### src/rtl/btws_pkg.sv
`timescale 1ns / 1ps
// shared types, constants and helpers of the block transfer window server
// no dependencies
package btws_pkg;

    localparam int MAX_BLOCKS   = 1024;
    localparam int WINDOW_LIMIT = 63;

    localparam int MAP_W    = (MAX_BLOCKS < 32) ? MAX_BLOCKS : 32;
    localparam int MAP_ROWS = MAX_BLOCKS / MAP_W;
    localparam int BIT_AW   = $clog2(MAP_W);
    localparam int ROW_AW   = (MAP_ROWS > 1) ? $clog2(MAP_ROWS) : 1;
    localparam int POS_W    = 17;

    localparam logic [1:0] FUNC_RX  = 2'd0;
    localparam logic [1:0] FUNC_MSG = 2'd1;
    localparam logic [1:0] FUNC_TMO = 2'd2;

    localparam logic [1:0] ST_OPEN  = 2'd0;
    localparam logic [1:0] ST_DONE  = 2'd1;
    localparam logic [1:0] ST_SENT  = 2'd2;
    localparam logic [1:0] ST_ABORT = 2'd3;

    localparam int FL_SENT_ALL = 0;
    localparam int FL_RX_ALL   = 1;
    localparam int FL_COMPOSED = 2;
    localparam int FL_RX_LAST  = 3;
    localparam int FL_WIN_END  = 4;
    localparam int FL_PKT_SENT = 5;

    localparam logic [7:0] CTL_WIN_MASK = 8'h3F;
    localparam logic [7:0] CTL_LAST     = 8'h80;
    localparam logic [7:0] CTL_NO_STRM  = 8'hBF;
    localparam logic [7:0] CTL_STRM     = 8'h40;

    localparam logic [2:0] REG_ADDR_W = 3'd3;

    typedef enum logic [2:0] {
        C_ABORT, C_RX, C_MSG, C_TMO, C_NONE
    } cls_t;

    typedef struct packed {
        cls_t        cls;
        logic [7:0]  ctl;
        logic [15:0] bn;
        logic [15:0] bna;
        logic [15:0] plen;
        logic [23:0] msize;
    } q_item_t;

    typedef struct packed {
        logic        kind;
        logic [7:0]  ctl;
        logic [15:0] bn;
        logic [15:0] ack;
        logic [23:0] off;
        logic [23:0] len;
        logic [2:0]  lb;
        logic [1:0]  status;
        logic [23:0] total;
        logic        last;
    } out_item_t;

    typedef struct packed {
        logic [5:0]  max_window;
        logic [15:0] payload_size;
    } cfg_t;

    typedef enum logic [3:0] {
        S_CLEAR, S_IDLE, S_RD, S_RD2, S_ADV, S_POST, S_POST2, S_MANAGE,
        S_SCAN_A, S_SCAN_B, S_WIN, S_MUL, S_SEND, S_SENT, S_STATUS, S_ABORT
    } state_t;

    function automatic logic [2:0] length_bytes_of(input logic [23:0] len);
        if (len <= 24'd127) return 3'd1;
        else if (len <= 24'd255) return 3'd2;
        else if (len <= 24'd65535) return 3'd3;
        else return 3'd4;
    endfunction

endpackage

### src/rtl/block_transfer_window_server.sv
`timescale 1ns / 1ps
// Server side of a windowed block transfer. Each input word is a received frame
// header, a new outgoing message or a retransmit timeout; the block answers with
// zero or more frame header words (payload given as offset and length into the
// outgoing message) and always one closing status word with last set. Items are
// handled one at a time by a sequencer behind a two-entry input queue. A search of
// the received-block map steps through it one 32-entry row at a time (up to three
// searches for a received frame), and a stall on the result side holds the send loop.
// After reset, and after an abort request, a clearing pass wipes all 32 rows of the
// map before the next word is taken.
// Configuration: max_window at byte address 0, block_payload_size at address 4.
// depends on btws_pkg, btws_front, btws_back
module block_transfer_window_server import btws_pkg::*; (
    input  logic        aclk,
    input  logic        aresetn,
    // configuration port
    input  logic        psel,
    input  logic        penable,
    input  logic        pwrite,
    input  logic [REG_ADDR_W-1:0] paddr,
    input  logic [31:0] pwdata,
    output logic [31:0] prdata,
    output logic        pready,
    // input words
    input  logic        s_valid,
    output logic        s_ready,
    input  logic [1:0]  s_func,
    input  logic [7:0]  s_block_control,
    input  logic [15:0] s_block_number,
    input  logic [15:0] s_block_number_ack,
    input  logic [15:0] s_payload_size,
    input  logic [23:0] s_message_size,
    // result words
    output logic        m_valid,
    input  logic        m_ready,
    output logic        m_kind,
    output logic [7:0]  m_tx_block_control,
    output logic [15:0] m_tx_block_number,
    output logic [15:0] m_tx_block_ack,
    output logic [23:0] m_tx_offset,
    output logic [23:0] m_tx_length,
    output logic [2:0]  m_length_bytes,
    output logic [1:0]  m_status,
    output logic [23:0] m_received_total,
    output logic        m_last
);
    cfg_t      cfg_reg, cfg_next;
    logic      q_valid, q_pop;
    q_item_t   q_item;
    out_item_t m_item;

    // register file: written on the access phase, pready tied high
    assign pready = 1'b1;
    always_comb begin
        cfg_next = cfg_reg;
        if (psel && penable && pwrite) begin
            if (paddr[2]) cfg_next.payload_size = pwdata[15:0];
            else cfg_next.max_window = pwdata[5:0];
        end
        prdata = paddr[2] ? {16'd0, cfg_reg.payload_size} : {26'd0, cfg_reg.max_window};
    end

    always_ff @(posedge aclk) begin
        if (!aresetn) begin
            cfg_reg.max_window   <= 6'd1;
            cfg_reg.payload_size <= 16'd118;
        end else begin
            cfg_reg <= cfg_next;
        end
    end

    // front: accept and classify, queue towards the sequencer
    btws_front u_front (
        .aclk               (aclk),
        .aresetn            (aresetn),
        .s_valid            (s_valid),
        .s_ready            (s_ready),
        .s_func             (s_func),
        .s_block_control    (s_block_control),
        .s_block_number     (s_block_number),
        .s_block_number_ack (s_block_number_ack),
        .s_payload_size     (s_payload_size),
        .s_message_size     (s_message_size),
        .q_valid            (q_valid),
        .q_item             (q_item),
        .q_pop              (q_pop)
    );

    // back: map searches, send loop and the output register
    btws_back u_back (
        .aclk    (aclk),
        .aresetn (aresetn),
        .cfg     (cfg_reg),
        .q_valid (q_valid),
        .q_item  (q_item),
        .q_pop   (q_pop),
        .m_valid (m_valid),
        .m_ready (m_ready),
        .m_item  (m_item)
    );

    assign m_kind             = m_item.kind;
    assign m_tx_block_control = m_item.ctl;
    assign m_tx_block_number  = m_item.bn;
    assign m_tx_block_ack     = m_item.ack;
    assign m_tx_offset        = m_item.off;
    assign m_tx_length        = m_item.len;
    assign m_length_bytes     = m_item.lb;
    assign m_status           = m_item.status;
    assign m_received_total   = m_item.total;
    assign m_last             = m_item.last;
endmodule

### src/rtl/btws_ram.sv
`timescale 1ns / 1ps
// generic single write, single read ram with registered read data
// no dependencies
module btws_ram #(
    parameter int WIDTH = 32,
    parameter int DEPTH = 32
) (
    input  logic                                    aclk,
    input  logic                                    we,
    input  logic [(DEPTH > 1 ? $clog2(DEPTH) : 1)-1:0] waddr,
    input  logic [WIDTH-1:0]                        wdata,
    input  logic [(DEPTH > 1 ? $clog2(DEPTH) : 1)-1:0] raddr,
    output logic [WIDTH-1:0]                        rdata
);
    logic [WIDTH-1:0] mem [DEPTH];

    always_ff @(posedge aclk) begin
        if (we) begin
            mem[waddr] <= wdata;
        end
        rdata <= mem[raddr];
    end
endmodule

### src/rtl/btws_front.sv
`timescale 1ns / 1ps
// front end: accepts input words, classifies them, two-entry queue
// depends on btws_pkg
module btws_front import btws_pkg::*; (
    input  logic        aclk,
    input  logic        aresetn,
    input  logic        s_valid,
    output logic        s_ready,
    input  logic [1:0]  s_func,
    input  logic [7:0]  s_block_control,
    input  logic [15:0] s_block_number,
    input  logic [15:0] s_block_number_ack,
    input  logic [15:0] s_payload_size,
    input  logic [23:0] s_message_size,
    output logic        q_valid,
    output q_item_t     q_item,
    input  logic        q_pop
);
    q_item_t    ent_reg [2];
    logic [1:0] cnt_reg, cnt_next;
    logic       rd_reg, rd_next;
    logic       wr_reg, wr_next;
    q_item_t    new_item;
    logic       push;

    always_comb begin
        new_item.ctl   = s_block_control;
        new_item.bn    = s_block_number;
        new_item.bna   = s_block_number_ack;
        new_item.plen  = s_payload_size;
        new_item.msize = s_message_size;
        case (s_func)
            FUNC_RX: begin
                if (s_block_control[7:6] == 2'b10 && s_block_number == 16'd0
                    && s_block_number_ack == 16'd0) begin
                    new_item.cls = C_ABORT;
                end else begin
                    new_item.cls = C_RX;
                end
            end
            FUNC_MSG: new_item.cls = C_MSG;
            FUNC_TMO: new_item.cls = C_TMO;
            default:  new_item.cls = C_NONE;
        endcase
    end

    assign s_ready = (cnt_reg != 2'd2);
    assign push    = s_valid && s_ready;
    assign q_valid = (cnt_reg != 2'd0);
    assign q_item  = ent_reg[rd_reg];

    always_comb begin
        cnt_next = cnt_reg + 2'(push) - 2'(q_pop);
        rd_next  = rd_reg ^ q_pop;
        wr_next  = wr_reg ^ push;
    end

    always_ff @(posedge aclk) begin
        if (!aresetn) begin
            cnt_reg <= 2'd0;
            rd_reg  <= 1'b0;
            wr_reg  <= 1'b0;
        end else begin
            cnt_reg <= cnt_next;
            rd_reg  <= rd_next;
            wr_reg  <= wr_next;
        end
        if (push) begin
            ent_reg[wr_reg] <= new_item;
        end
    end
endmodule

### src/rtl/btws_back.sv
`timescale 1ns / 1ps
// back end: sequencer over the received-block map, send loop, output register
// depends on btws_pkg, btws_ram
module btws_back import btws_pkg::*; (
    input  logic      aclk,
    input  logic      aresetn,
    input  cfg_t      cfg,
    input  logic      q_valid,
    input  q_item_t   q_item,
    output logic      q_pop,
    output logic      m_valid,
    input  logic      m_ready,
    output out_item_t m_item
);
    state_t state_reg, state_next;
    state_t ret_reg, ret_next;

    q_item_t     it_reg, it_next;
    logic [15:0] top_reg, top_next;
    logic [5:0]  pw_reg, pw_next;
    logic [15:0] pack_reg, pack_next;
    logic [15:0] fsb_reg, fsb_next;
    logic [23:0] olen_reg, olen_next;
    logic [5:0]  flags_reg, flags_next;
    logic [23:0] rx_reg, rx_next;
    logic        tmo_reg, tmo_next;
    logic        post_reg, post_next;
    logic        comp_reg, comp_next;

    logic [POS_W-1:0]  pos_reg, pos_next;
    logic              zero_reg, zero_next;
    logic              found_reg, found_next;
    logic [ROW_AW-1:0] clr_reg, clr_next;

    logic [5:0]  win_reg, win_next;
    logic [15:0] k_reg, k_next;
    logic        ge_reg, ge_next;
    logic [33:0] off_reg, off_next;
    logic        data_reg, data_next;
    logic [7:0]  ctl_reg, ctl_next;
    logic [6:0]  i_reg, i_next;

    logic      mv_reg, mv_next;
    out_item_t mo_reg, mo_next;

    logic              ram_we;
    logic [ROW_AW-1:0] ram_waddr, ram_raddr;
    logic [MAP_W-1:0]  ram_wdata, ram_rdata;

    logic              out_free;
    logic [MAP_W-1:0]  srch;
    logic              hit;
    logic [BIT_AW-1:0] hit_idx;
    logic [ROW_AW-1:0] pos_row;
    logic [BIT_AW-1:0] pos_bit;
    logic              dup;
    logic [24:0]       rx_sum;
    logic [POS_W-1:0]  need;
    logic [31:0]       prod;
    logic [33:0]       off_end;
    logic [7:0]        ctl_step;

    btws_ram #(.WIDTH(MAP_W), .DEPTH(MAP_ROWS)) u_map (
        .aclk  (aclk),
        .we    (ram_we),
        .waddr (ram_waddr),
        .wdata (ram_wdata),
        .raddr (ram_raddr),
        .rdata (ram_rdata)
    );

    assign out_free = !mv_reg || m_ready;
    assign m_valid  = mv_reg;
    assign m_item   = mo_reg;
    assign pos_row  = pos_reg[BIT_AW +: ROW_AW];
    assign pos_bit  = pos_reg[BIT_AW-1:0];
    assign dup      = ram_rdata[it_reg.bn[BIT_AW-1:0]];
    assign rx_sum   = {1'b0, rx_reg} + {9'd0, it_reg.plen};
    assign need     = pos_reg - {1'b0, top_reg} - POS_W'(1);
    assign prod     = k_reg * cfg.payload_size;
    assign off_end  = off_reg + {18'd0, cfg.payload_size};
    assign ctl_step = ({1'b0, i_reg[5:0]} == {1'b0, pw_reg} && i_reg[6] == 1'b0)
                      ? (ctl_reg & CTL_NO_STRM) : ctl_reg;

    // first set bit of the masked row (zeros searched through inversion)
    always_comb begin
        srch = zero_reg ? ~ram_rdata : ram_rdata;
        for (int b = 0; b < MAP_W; b++) begin
            if (BIT_AW'(b) < pos_bit) srch[b] = 1'b0;
        end
        hit     = 1'b0;
        hit_idx = '0;
        for (int b = MAP_W - 1; b >= 0; b--) begin
            if (srch[b]) begin
                hit     = 1'b1;
                hit_idx = BIT_AW'(b);
            end
        end
    end

    always_comb begin
        ram_raddr = pos_row;
        if (state_reg == S_RD) ram_raddr = it_reg.bn[BIT_AW +: ROW_AW];
    end

    // next state
    always_comb begin
        state_next = state_reg;
        case (state_reg)
            S_CLEAR:  if (clr_reg == ROW_AW'(MAP_ROWS - 1)) state_next = S_IDLE;
            S_IDLE: begin
                if (q_valid) begin
                    case (q_item.cls)
                        C_ABORT: state_next = S_ABORT;
                        C_RX: begin
                            if (q_item.bn < 16'(MAX_BLOCKS)) state_next = S_RD;
                            else state_next = S_POST;
                        end
                        C_MSG, C_TMO: state_next = S_MANAGE;
                        default: state_next = S_STATUS;
                    endcase
                end
            end
            S_RD: state_next = S_RD2;
            S_RD2: begin
                if (!dup && it_reg.bn != 16'd0 && it_reg.bn == top_reg + 16'd1)
                    state_next = S_SCAN_A;
                else state_next = S_POST;
            end
            S_ADV: state_next = S_POST;
            S_POST: state_next = (it_reg.plen == 16'd0) ? S_MANAGE : S_SCAN_A;
            S_POST2: begin
                if (flags_next[FL_WIN_END] || flags_next[FL_RX_ALL]) state_next = S_MANAGE;
                else state_next = S_STATUS;
            end
            S_MANAGE: begin
                if (tmo_reg) state_next = flags_reg[FL_SENT_ALL] ? S_STATUS : S_SCAN_A;
                else if (flags_reg[FL_RX_ALL] && !flags_reg[FL_COMPOSED])
                    state_next = S_STATUS;
                else state_next = S_SCAN_A;
            end
            S_SCAN_A: state_next = (pos_reg >= POS_W'(MAX_BLOCKS)) ? ret_reg : S_SCAN_B;
            S_SCAN_B: begin
                if (hit || pos_row == ROW_AW'(MAP_ROWS - 1)) state_next = ret_reg;
                else state_next = S_SCAN_A;
            end
            S_WIN: state_next = S_MUL;
            S_MUL: state_next = S_SEND;
            S_SEND: begin
                if (!data_reg) begin
                    if (out_free) state_next = S_SENT;
                end else if (i_reg > {1'b0, pw_reg} || i_reg > 7'(WINDOW_LIMIT)) begin
                    state_next = S_SENT;
                end else if (out_free && off_end >= {10'd0, olen_reg}) begin
                    state_next = S_SENT;
                end
            end
            S_SENT: state_next = S_STATUS;
            S_STATUS: if (out_free) state_next = S_IDLE;
            S_ABORT: if (out_free) state_next = S_CLEAR;
            default: state_next = S_IDLE;
        endcase
    end

    // datapath and outputs
    always_comb begin
        it_next = it_reg;     top_next = top_reg;   pw_next = pw_reg;
        pack_next = pack_reg; fsb_next = fsb_reg;   olen_next = olen_reg;
        flags_next = flags_reg; rx_next = rx_reg;   tmo_next = tmo_reg;
        post_next = post_reg; comp_next = comp_reg; pos_next = pos_reg;
        zero_next = zero_reg; found_next = found_reg; clr_next = clr_reg;
        ret_next = ret_reg;   win_next = win_reg;   k_next = k_reg;
        ge_next = ge_reg;     off_next = off_reg;   data_next = data_reg;
        ctl_next = ctl_reg;   i_next = i_reg;
        mv_next = mv_reg && !m_ready;
        mo_next = mo_reg;
        q_pop = 1'b0;
        ram_we = 1'b0;
        ram_waddr = clr_reg;
        ram_wdata = '0;
        case (state_reg)
            S_CLEAR: begin
                ram_we   = 1'b1;
                clr_next = clr_reg + ROW_AW'(1);
            end
            S_IDLE: begin
                if (q_valid) begin
                    q_pop     = 1'b1;
                    it_next   = q_item;
                    tmo_next  = (q_item.cls == C_TMO);
                    post_next = 1'b0;
                    comp_next = 1'b0;
                    if (q_item.cls == C_RX) begin
                        pw_next   = q_item.ctl[5:0];
                        pack_next = q_item.bna;
                        flags_next[FL_PKT_SENT] = 1'b0;
                    end
                    if (q_item.cls == C_MSG) begin
                        olen_next = q_item.msize;
                        fsb_next  = pack_reg + 16'd1;
                    end
                end
            end
            S_RD2: begin
                if (!dup) begin
                    ram_we    = 1'b1;
                    ram_waddr = it_reg.bn[BIT_AW +: ROW_AW];
                    ram_wdata = ram_rdata | (MAP_W'(1) << it_reg.bn[BIT_AW-1:0]);
                    rx_next   = rx_sum[24] ? 24'hFFFFFF : rx_sum[23:0];
                end
                pos_next  = {1'b0, top_reg} + POS_W'(1);
                zero_next = 1'b1;
                ret_next  = S_ADV;
            end
            S_ADV: begin
                top_next = found_reg ? 16'(pos_reg - POS_W'(1)) : 16'(MAX_BLOCKS - 1);
            end
            S_POST: begin
                pos_next  = {1'b0, top_reg} + POS_W'(1);
                zero_next = 1'b0;
                ret_next  = S_POST2;
            end
            S_POST2: begin
                if (it_reg.ctl[7]) flags_next[FL_RX_LAST] = 1'b1;
                if (!it_reg.ctl[6]) flags_next[FL_WIN_END] = 1'b1;
                flags_next[FL_RX_ALL] = flags_next[FL_RX_LAST] && !found_reg;
                post_next = 1'b1;
            end
            S_MANAGE: begin
                pos_next  = {1'b0, top_reg} + POS_W'(1);
                zero_next = 1'b0;
                ret_next  = S_WIN;
                if (!tmo_reg && flags_reg[FL_RX_ALL] && !flags_reg[FL_COMPOSED]) begin
                    flags_next[FL_COMPOSED] = 1'b1;
                    comp_next = post_reg;
                end
            end
            S_SCAN_A: begin
                if (pos_reg >= POS_W'(MAX_BLOCKS)) found_next = 1'b0;
            end
            S_SCAN_B: begin
                if (hit) begin
                    found_next = 1'b1;
                    pos_next   = {pos_reg[POS_W-1:BIT_AW], hit_idx};
                end else if (pos_row == ROW_AW'(MAP_ROWS - 1)) begin
                    found_next = 1'b0;
                end else begin
                    pos_next = {pos_reg[POS_W-1:BIT_AW] + (POS_W - BIT_AW)'(1),
                                {BIT_AW{1'b0}}};
                end
            end
            S_WIN: begin
                if (found_reg && need < {11'd0, cfg.max_window}) win_next = need[5:0];
                else win_next = cfg.max_window;
                k_next  = pack_reg + 16'd1 - fsb_reg;
                ge_next = (pack_reg + 16'd1) >= fsb_reg;
            end
            S_MUL: begin
                off_next  = {2'd0, prod};
                data_next = olen_reg != 24'd0 && ge_reg && prod < {8'd0, olen_reg};
                ctl_next  = CTL_STRM | {2'b00, win_reg};
                i_next    = 7'd1;
            end
            S_SEND: begin
                if (!data_reg) begin
                    if (out_free) begin
                        mv_next        = 1'b1;
                        mo_next        = '0;
                        mo_next.ctl    = CTL_LAST | {2'b00, win_reg};
                        mo_next.bn     = pack_reg + 16'd1;
                        mo_next.ack    = top_reg;
                        mo_next.lb     = 3'd1;
                    end
                end else if (!(i_reg > {1'b0, pw_reg} || i_reg > 7'(WINDOW_LIMIT))
                             && out_free) begin
                    mv_next     = 1'b1;
                    mo_next     = '0;
                    mo_next.bn  = pack_reg + 16'd1 + 16'(i_reg) - 16'd1;
                    mo_next.ack = top_reg;
                    mo_next.off = off_reg[23:0];
                    if (off_end >= {10'd0, olen_reg}) begin
                        mo_next.ctl = (ctl_reg | CTL_LAST) & CTL_NO_STRM;
                        mo_next.len = olen_reg - off_reg[23:0];
                        flags_next[FL_SENT_ALL] = 1'b1;
                    end else begin
                        mo_next.ctl = ctl_step;
                        mo_next.len = {8'd0, cfg.payload_size};
                        ctl_next    = ctl_step;
                        off_next    = off_end;
                        i_next      = i_reg + 7'd1;
                    end
                    mo_next.lb = length_bytes_of(mo_next.len);
                end
            end
            S_SENT: begin
                flags_next[FL_PKT_SENT] = 1'b1;
                flags_next[FL_WIN_END]  = 1'b0;
            end
            S_STATUS: begin
                if (out_free) begin
                    mv_next       = 1'b1;
                    mo_next       = '0;
                    mo_next.kind  = 1'b1;
                    mo_next.lb    = 3'd1;
                    mo_next.total = rx_reg;
                    mo_next.last  = 1'b1;
                    if (it_reg.cls == C_NONE) mo_next.status = ST_OPEN;
                    else if (flags_reg[FL_PKT_SENT]) mo_next.status = ST_SENT;
                    else if (comp_reg) mo_next.status = ST_DONE;
                    else mo_next.status = ST_OPEN;
                end
            end
            S_ABORT: begin
                if (out_free) begin
                    mv_next        = 1'b1;
                    mo_next        = '0;
                    mo_next.kind   = 1'b1;
                    mo_next.lb     = 3'd1;
                    mo_next.status = ST_ABORT;
                    mo_next.last   = 1'b1;
                    top_next = '0; pw_next = 6'd1; pack_next = '0; fsb_next = '0;
                    olen_next = '0; flags_next = '0; rx_next = '0; clr_next = '0;
                end
            end
            default: ;
        endcase
    end

    always_ff @(posedge aclk) begin
        if (!aresetn) begin
            state_reg <= S_CLEAR;
            clr_reg   <= '0;
            top_reg   <= '0;
            pw_reg    <= 6'd1;
            pack_reg  <= '0;
            fsb_reg   <= '0;
            olen_reg  <= '0;
            flags_reg <= '0;
            rx_reg    <= '0;
            mv_reg    <= 1'b0;
        end else begin
            state_reg <= state_next;
            clr_reg   <= clr_next;
            top_reg   <= top_next;
            pw_reg    <= pw_next;
            pack_reg  <= pack_next;
            fsb_reg   <= fsb_next;
            olen_reg  <= olen_next;
            flags_reg <= flags_next;
            rx_reg    <= rx_next;
            mv_reg    <= mv_next;
        end
        ret_reg   <= ret_next;
        it_reg    <= it_next;
        tmo_reg   <= tmo_next;
        post_reg  <= post_next;
        comp_reg  <= comp_next;
        pos_reg   <= pos_next;
        zero_reg  <= zero_next;
        found_reg <= found_next;
        win_reg   <= win_next;
        k_reg     <= k_next;
        ge_reg    <= ge_next;
        off_reg   <= off_next;
        data_reg  <= data_next;
        ctl_reg   <= ctl_next;
        i_reg     <= i_next;
        mo_reg    <= mo_next;
    end
endmodule

### config.mk
export PLATFORM = sky130hd
export DESIGN_NAME = block_transfer_window_server
export DESIGN_NICKNAME = d
export VERILOG_FILES = /design/src/rtl/btws_pkg.sv /design/src/rtl/block_transfer_window_server.sv /design/src/rtl/btws_ram.sv /design/src/rtl/btws_front.sv /design/src/rtl/btws_back.sv
export SDC_FILE = /design/constraint.sdc
export NUM_CORES = 2
export LEC_CHECK = 0
export ABC_CLOCK_PERIOD_IN_PS = 30700
export BUFFER_PORTS_ARGS = -buffer_cell sky130_fd_sc_hd__clkbuf_2
export CAP_MARGIN = 20
export CORE_ASPECT_RATIO = 1.25
export CORE_MARGIN = 5
export CORE_UTILIZATION = 45
export CTS_CLUSTER_DIAMETER = 100
export DETAILED_ROUTE_END_ITERATION = 8
export GPL_TIMING_DRIVEN = 0
export SLEW_MARGIN = 25
export SYNTH_ARGS = -nofsm -noshare
export SYNTH_HDL_FRONTEND = slang
export SYNTH_SLANG_ARGS = --single-unit
### constraint.sdc
create_clock -name aclk -period 30.7 [get_ports aclk]
set_input_delay 6.14 -clock aclk [delete_from_list [all_inputs] [get_ports aclk]]
set_output_delay 6.14 -clock aclk [all_outputs]
set_load 0.01 [all_outputs]
==> Flow_metrics.wiki <==
{| class="wikitable"
! Metric !! Value
|-
| Fraction of layout instances using a drive strength above 1 || 0.159
|-
| Highest-delay cell along the critical path || sky130_fd_sc_hd__clkbuf_1
|-
| Switching power share of the total || 0.322
|-
| Final Worst Setup Slack || 16.91 ns
|-
| Number of enable flip-flop cells after synthesis || 1,442
|-
| Worst clock skew || 0.0620 ns
|-
| GRT Resource Usage Total || 0.248
|-
| Core ar. || approximately 180,000 um^2
|-
| Global-route wire length before repair || between 300,000 and 400,000 um
|-
| NumNets Final || between 7,000 and 8,000
|-
| Flip-flop and latch count after synthesis || 1,619
|-
| Critical path endpoint category || output pin
|-
| Class of the most critical hold timing path || register to register
|-
| Total number of yosys warnings || 0
|-
| Detailed-placement wirelength estimate || 176,000 um
|-
| Vias post-DR || between 50,000 and 60,000
|-
| Finished Cell Area || 91,900 um^2
|-
| Area enclosed by the die boundary || 186,000 um^2
|-
| Relative slew slack || 0.238
|-
| Worst EP required || 24.56 ns
|-
| RSZ-0062 raised after global routing || false
|-
| Worst Setup Start Kind || primary input
|-
| Logic pwr share || 0.262
|-
| Internal power summed over all cells || 4.22 mW
|-
| Power density of the placed cells || around 68 nW/um^2
|-
| Horizontal extent of the die || 387 um
|-
| Max stage delay on crit path || 0.39 ns
|-
| H-tree levels || 4
|-
| Post-placement cell area || 86,600 um^2
|-
| Vias per std cell || around 5.7
|-
| CTS tree || done
|-
| Final core occ || 0.518
|-
| Drt total wl || ~230,000 um
|-
| List of most frequent post-synthesis cells || sky130_fd_sc_hd__edfxtp_1, sky130_fd_sc_hd__nand2_1, sky130_fd_sc_hd__inv_1
|-
| Detailed router's first-iteration violation count || between 4,000 and 5,000
|-
| Vias in the first global route || roughly 52,000
|-
| Post-route ant nets || 0
|-
| Fraction of registers with async set or reset after synthesis || 0
|-
| Number of port buffers || between 200 and 250
|-
| Sink count of the clock tree || between 1,500 and 2,000
|-
| DRC violation count after routing || 0
|-
| Number of gates resized after CTS || 0
|-
| Launch point of the critical path || paddr[2]
|-
| Hold Startpoint || u_back.pw_reg[1]
|-
| Register clock-pin slew on the reported worst setup and hold paths || ~0.06 ns
|-
| Final sum of negative setup slack || 0 ns
|-
| Leakage power summed over all cells || 31.8 nW
|-
| Netlist area before placement || 79,900 um^2
|-
| Worst-path fanout max || 10
|-
| Time the final worst path needs with I/O delays and setup || approximately 14 ns
|-
| Maximum buffer depth of the clock tree || 3
|-
| Relative contribution of the clock network to total power || 0.311
|-
| Maximum vdd ir drop || between 0.06 and 0.07 mV
|-
| Initial core utilization || 0.451
|-
| Count of different cell masters after synthesis || 95
|-
| Area share of the largest cell type after synthesis || 0.542
|-
| Slew at the pin with the worst max-slew slack || 1.14 ns
|-
| Data arrival time of the critical path || 7.65 ns
|-
| Clock Tree Root || sky130_fd_sc_hd__clkbuf_16
|-
| Total CTS buffers || between 150 and 200
|-
| Detailed-route wire length per cell || roughly 26 um
|-
| Dominant synthesized flop cell || sky130_fd_sc_hd__edfxtp_1
|-
| Switching component of the power || ~2 mW
|-
| Largest cells by area after synthesis || sky130_fd_sc_hd__edfxtp_1, sky130_fd_sc_hd__mux4_2, sky130_fd_sc_hd__fa_1, sky130_fd_sc_hd__ha_1, sky130_fd_sc_hd__dfxtp_1
|-
| Number of stages on the worst hold path || 2
|-
| Worst R2R Setup Slack || around 21 ns
|-
| Final count of pins violating max slew || 0
|-
| Instance count of the mapped netlist || 6,051
|-
| Count of cells along the worst register-to-register path || 28
|-
| Max reg flops || roughly 1,000
|-
| Number of buffers added to fix hold violations after cts || 0
|-
| List of cells traversed by the critical path || clkbuf_2 -> clkbuf_1 -> clkbuf_1 -> nand2_1 -> o21ai_0 -> clkbuf_2
|-
| Pre-CTS setup slack || around 17 ns
|-
| Worst reg2reg endpoint || u_back.data_reg
|-
| Final hold viol count || 0
|-
| Most frequent cell after synthesis || sky130_fd_sc_hd__edfxtp_1
|-
| Final setup vio count || 0
|-
| Maximum number of pins on one net before global-route repair || 34
|-
| Hold Path Sink || u_back.pw_reg[1]
|-
| Number of antenna violations at the first check in global routing || 13
|-
| Final weighted congestion of routability-driven global placement || between 0.9 and 1
|-
| Mean instance size in the synthesized netlist || 13.2 um^2
|-
| Number of setup buffers added after CTS || 0
|-
| Number of detailed-routing iterations run before antenna repair || 8
|-
| Floorplan die height || between 400 and 500 um
|-
| Final clock period utilization by the worst path || 0.449
|-
| Maximum achievable frequency || roughly 73 MHz
|-
| RR Startpoint || cfg_reg[12]
|-
| Status || complete, no violations
|-
| Area grow syn2layout || 15.0%
|-
| Dominant cell type by area after synthesis || sky130_fd_sc_hd__edfxtp_1
|-
| Maximum Capacitance Violations || 0
|-
| Sequential cell fraction of total power || 0.427
|-
| Rows || between 150 and 200
|-
| Crit path kind || primary input to output pin
|-
| Aggregate global routing overflow || 0
|-
| Clock network latency to the later pin of the worst-skew pair || 0.83 ns
|-
| I/O pin count || 278
|-
| Part of the Yosys area used for sequential elements || 0.586
|-
| Fill cell total of the finished layout || 14,966
|}
-- critical path: cells and delay by family --
kind,cells,cell delay [ns]
compound gates,1,0.28
buf+inv,4,1.11
simple gates,1,0.11
-- cell type report --
cell class / instances / area, um^2 / area share
multi-input cells: 3713 / 30800 / 0.335
clock inverters: 92 / 873 / 0.00951
flip-flops and latches: 1619 / 46800 / 0.510
inverters: 415 / 1560 / 0.0170
clock buffers: 209 / 4330 / 0.0472
diodes: 6 / 15.0 / 0.000163
repair buffers: 333 / 3140 / 0.0342
well taps: 2362 / 2960 / 0.0322
plain buffers: 319 / 1350 / 0.0146
-- power by group through the flow --
| stage | sequential [mW] | clock, mW | combinational, mW |
|---|---|---|---|
| floorplan | 2.67 | 0 | 1.05 |
| finish | 2.66 | 1.94 | 1.64 |
| CTS | 2.65 | 1.98 | 1.64 |
| global route | 2.66 | 2.07 | 1.78 |
| global placement | 2.71 | 0 | 1.56 |
| detailed placement | 2.70 | 0 | 1.63 |
-- cell usage in the layout (no fill, tap or decap), types with 111 or more instances in the layout --
cell type | Yosys | layout
sky130_fd_sc_hd__edfxtp_1 | 1442 | 1442
sky130_fd_sc_hd__nand2_1 | 705 | 705
sky130_fd_sc_hd__inv_1 | 412 | 411
sky130_fd_sc_hd__nor2_1 | 397 | 332
sky130_fd_sc_hd__ha_1 | 286 | 284
sky130_fd_sc_hd__mux4_2 | 266 | 266
sky130_fd_sc_hd__a21oi_1 | 263 | 263
sky130_fd_sc_hd__clkbuf_1 | 228 | 258
sky130_fd_sc_hd__clkbuf_2 | 0 | 247
sky130_fd_sc_hd__nand3_1 | 233 | 233
sky130_fd_sc_hd__fa_1 | 200 | 200
sky130_fd_sc_hd__dfxtp_1 | 177 | 177
sky130_fd_sc_hd__clkbuf_16 | 0 | 163
sky130_fd_sc_hd__xnor2_1 | 150 | 149
sky130_fd_sc_hd__and2_1 | 143 | 142
sky130_fd_sc_hd__nor3_1 | 114 | 111
-- worst max path at each step --
stage          slack [ns]                  to  cells past startpoint
2_1_floorplan       15.81  u_back.m_item[100]                      2
3_5_place_dp        16.95           prdata[3]                      6
5_1_grt             16.83           prdata[1]                      6
3_3_place_gp        11.65   u_back.m_item[30]                      3
4_1_cts             16.95           prdata[3]                      6
6_report            16.91           prdata[3]                      6
-- layer usage --
layer  track usage  routed length (um)
met4         0.129               14200
met3        0.0451               14000
met1         0.294               87300
met2         0.432              117000
met5      0.000512                  69
-- cell families (layout without fill, tap and decap cells) --
kind of cell / count (synthesis) / count (layout) / synth area share
other cells: 2 / 23 / 0.0000940
xor+xnor: 213 / 213 / 0.0234
compound gates: 766 / 766 / 0.0615
fa+ha+maj: 486 / 486 / 0.0949
simple gates: 1832 / 1832 / 0.105
flops: 1619 / 1619 / 0.586
buf+inv: 734 / 1368 / 0.0362
mux: 399 / 399 / 0.0926
-- stage by stage --
step | std cells | hold slack (ns) | power, mW
after global routing | 9063 | 0.520 | 6.51
after global placement | 8669 | 0.470 | 4.27
after detailed placement | 8761 | 0.478 | 4.33
after floorplan | 6066 | 0.437 | 3.71
final | 9068 | 0.490 | 6.23
after CTS | 9062 | 0.494 | 6.27
No activity file was read; power rests on OpenSTA's default activity.
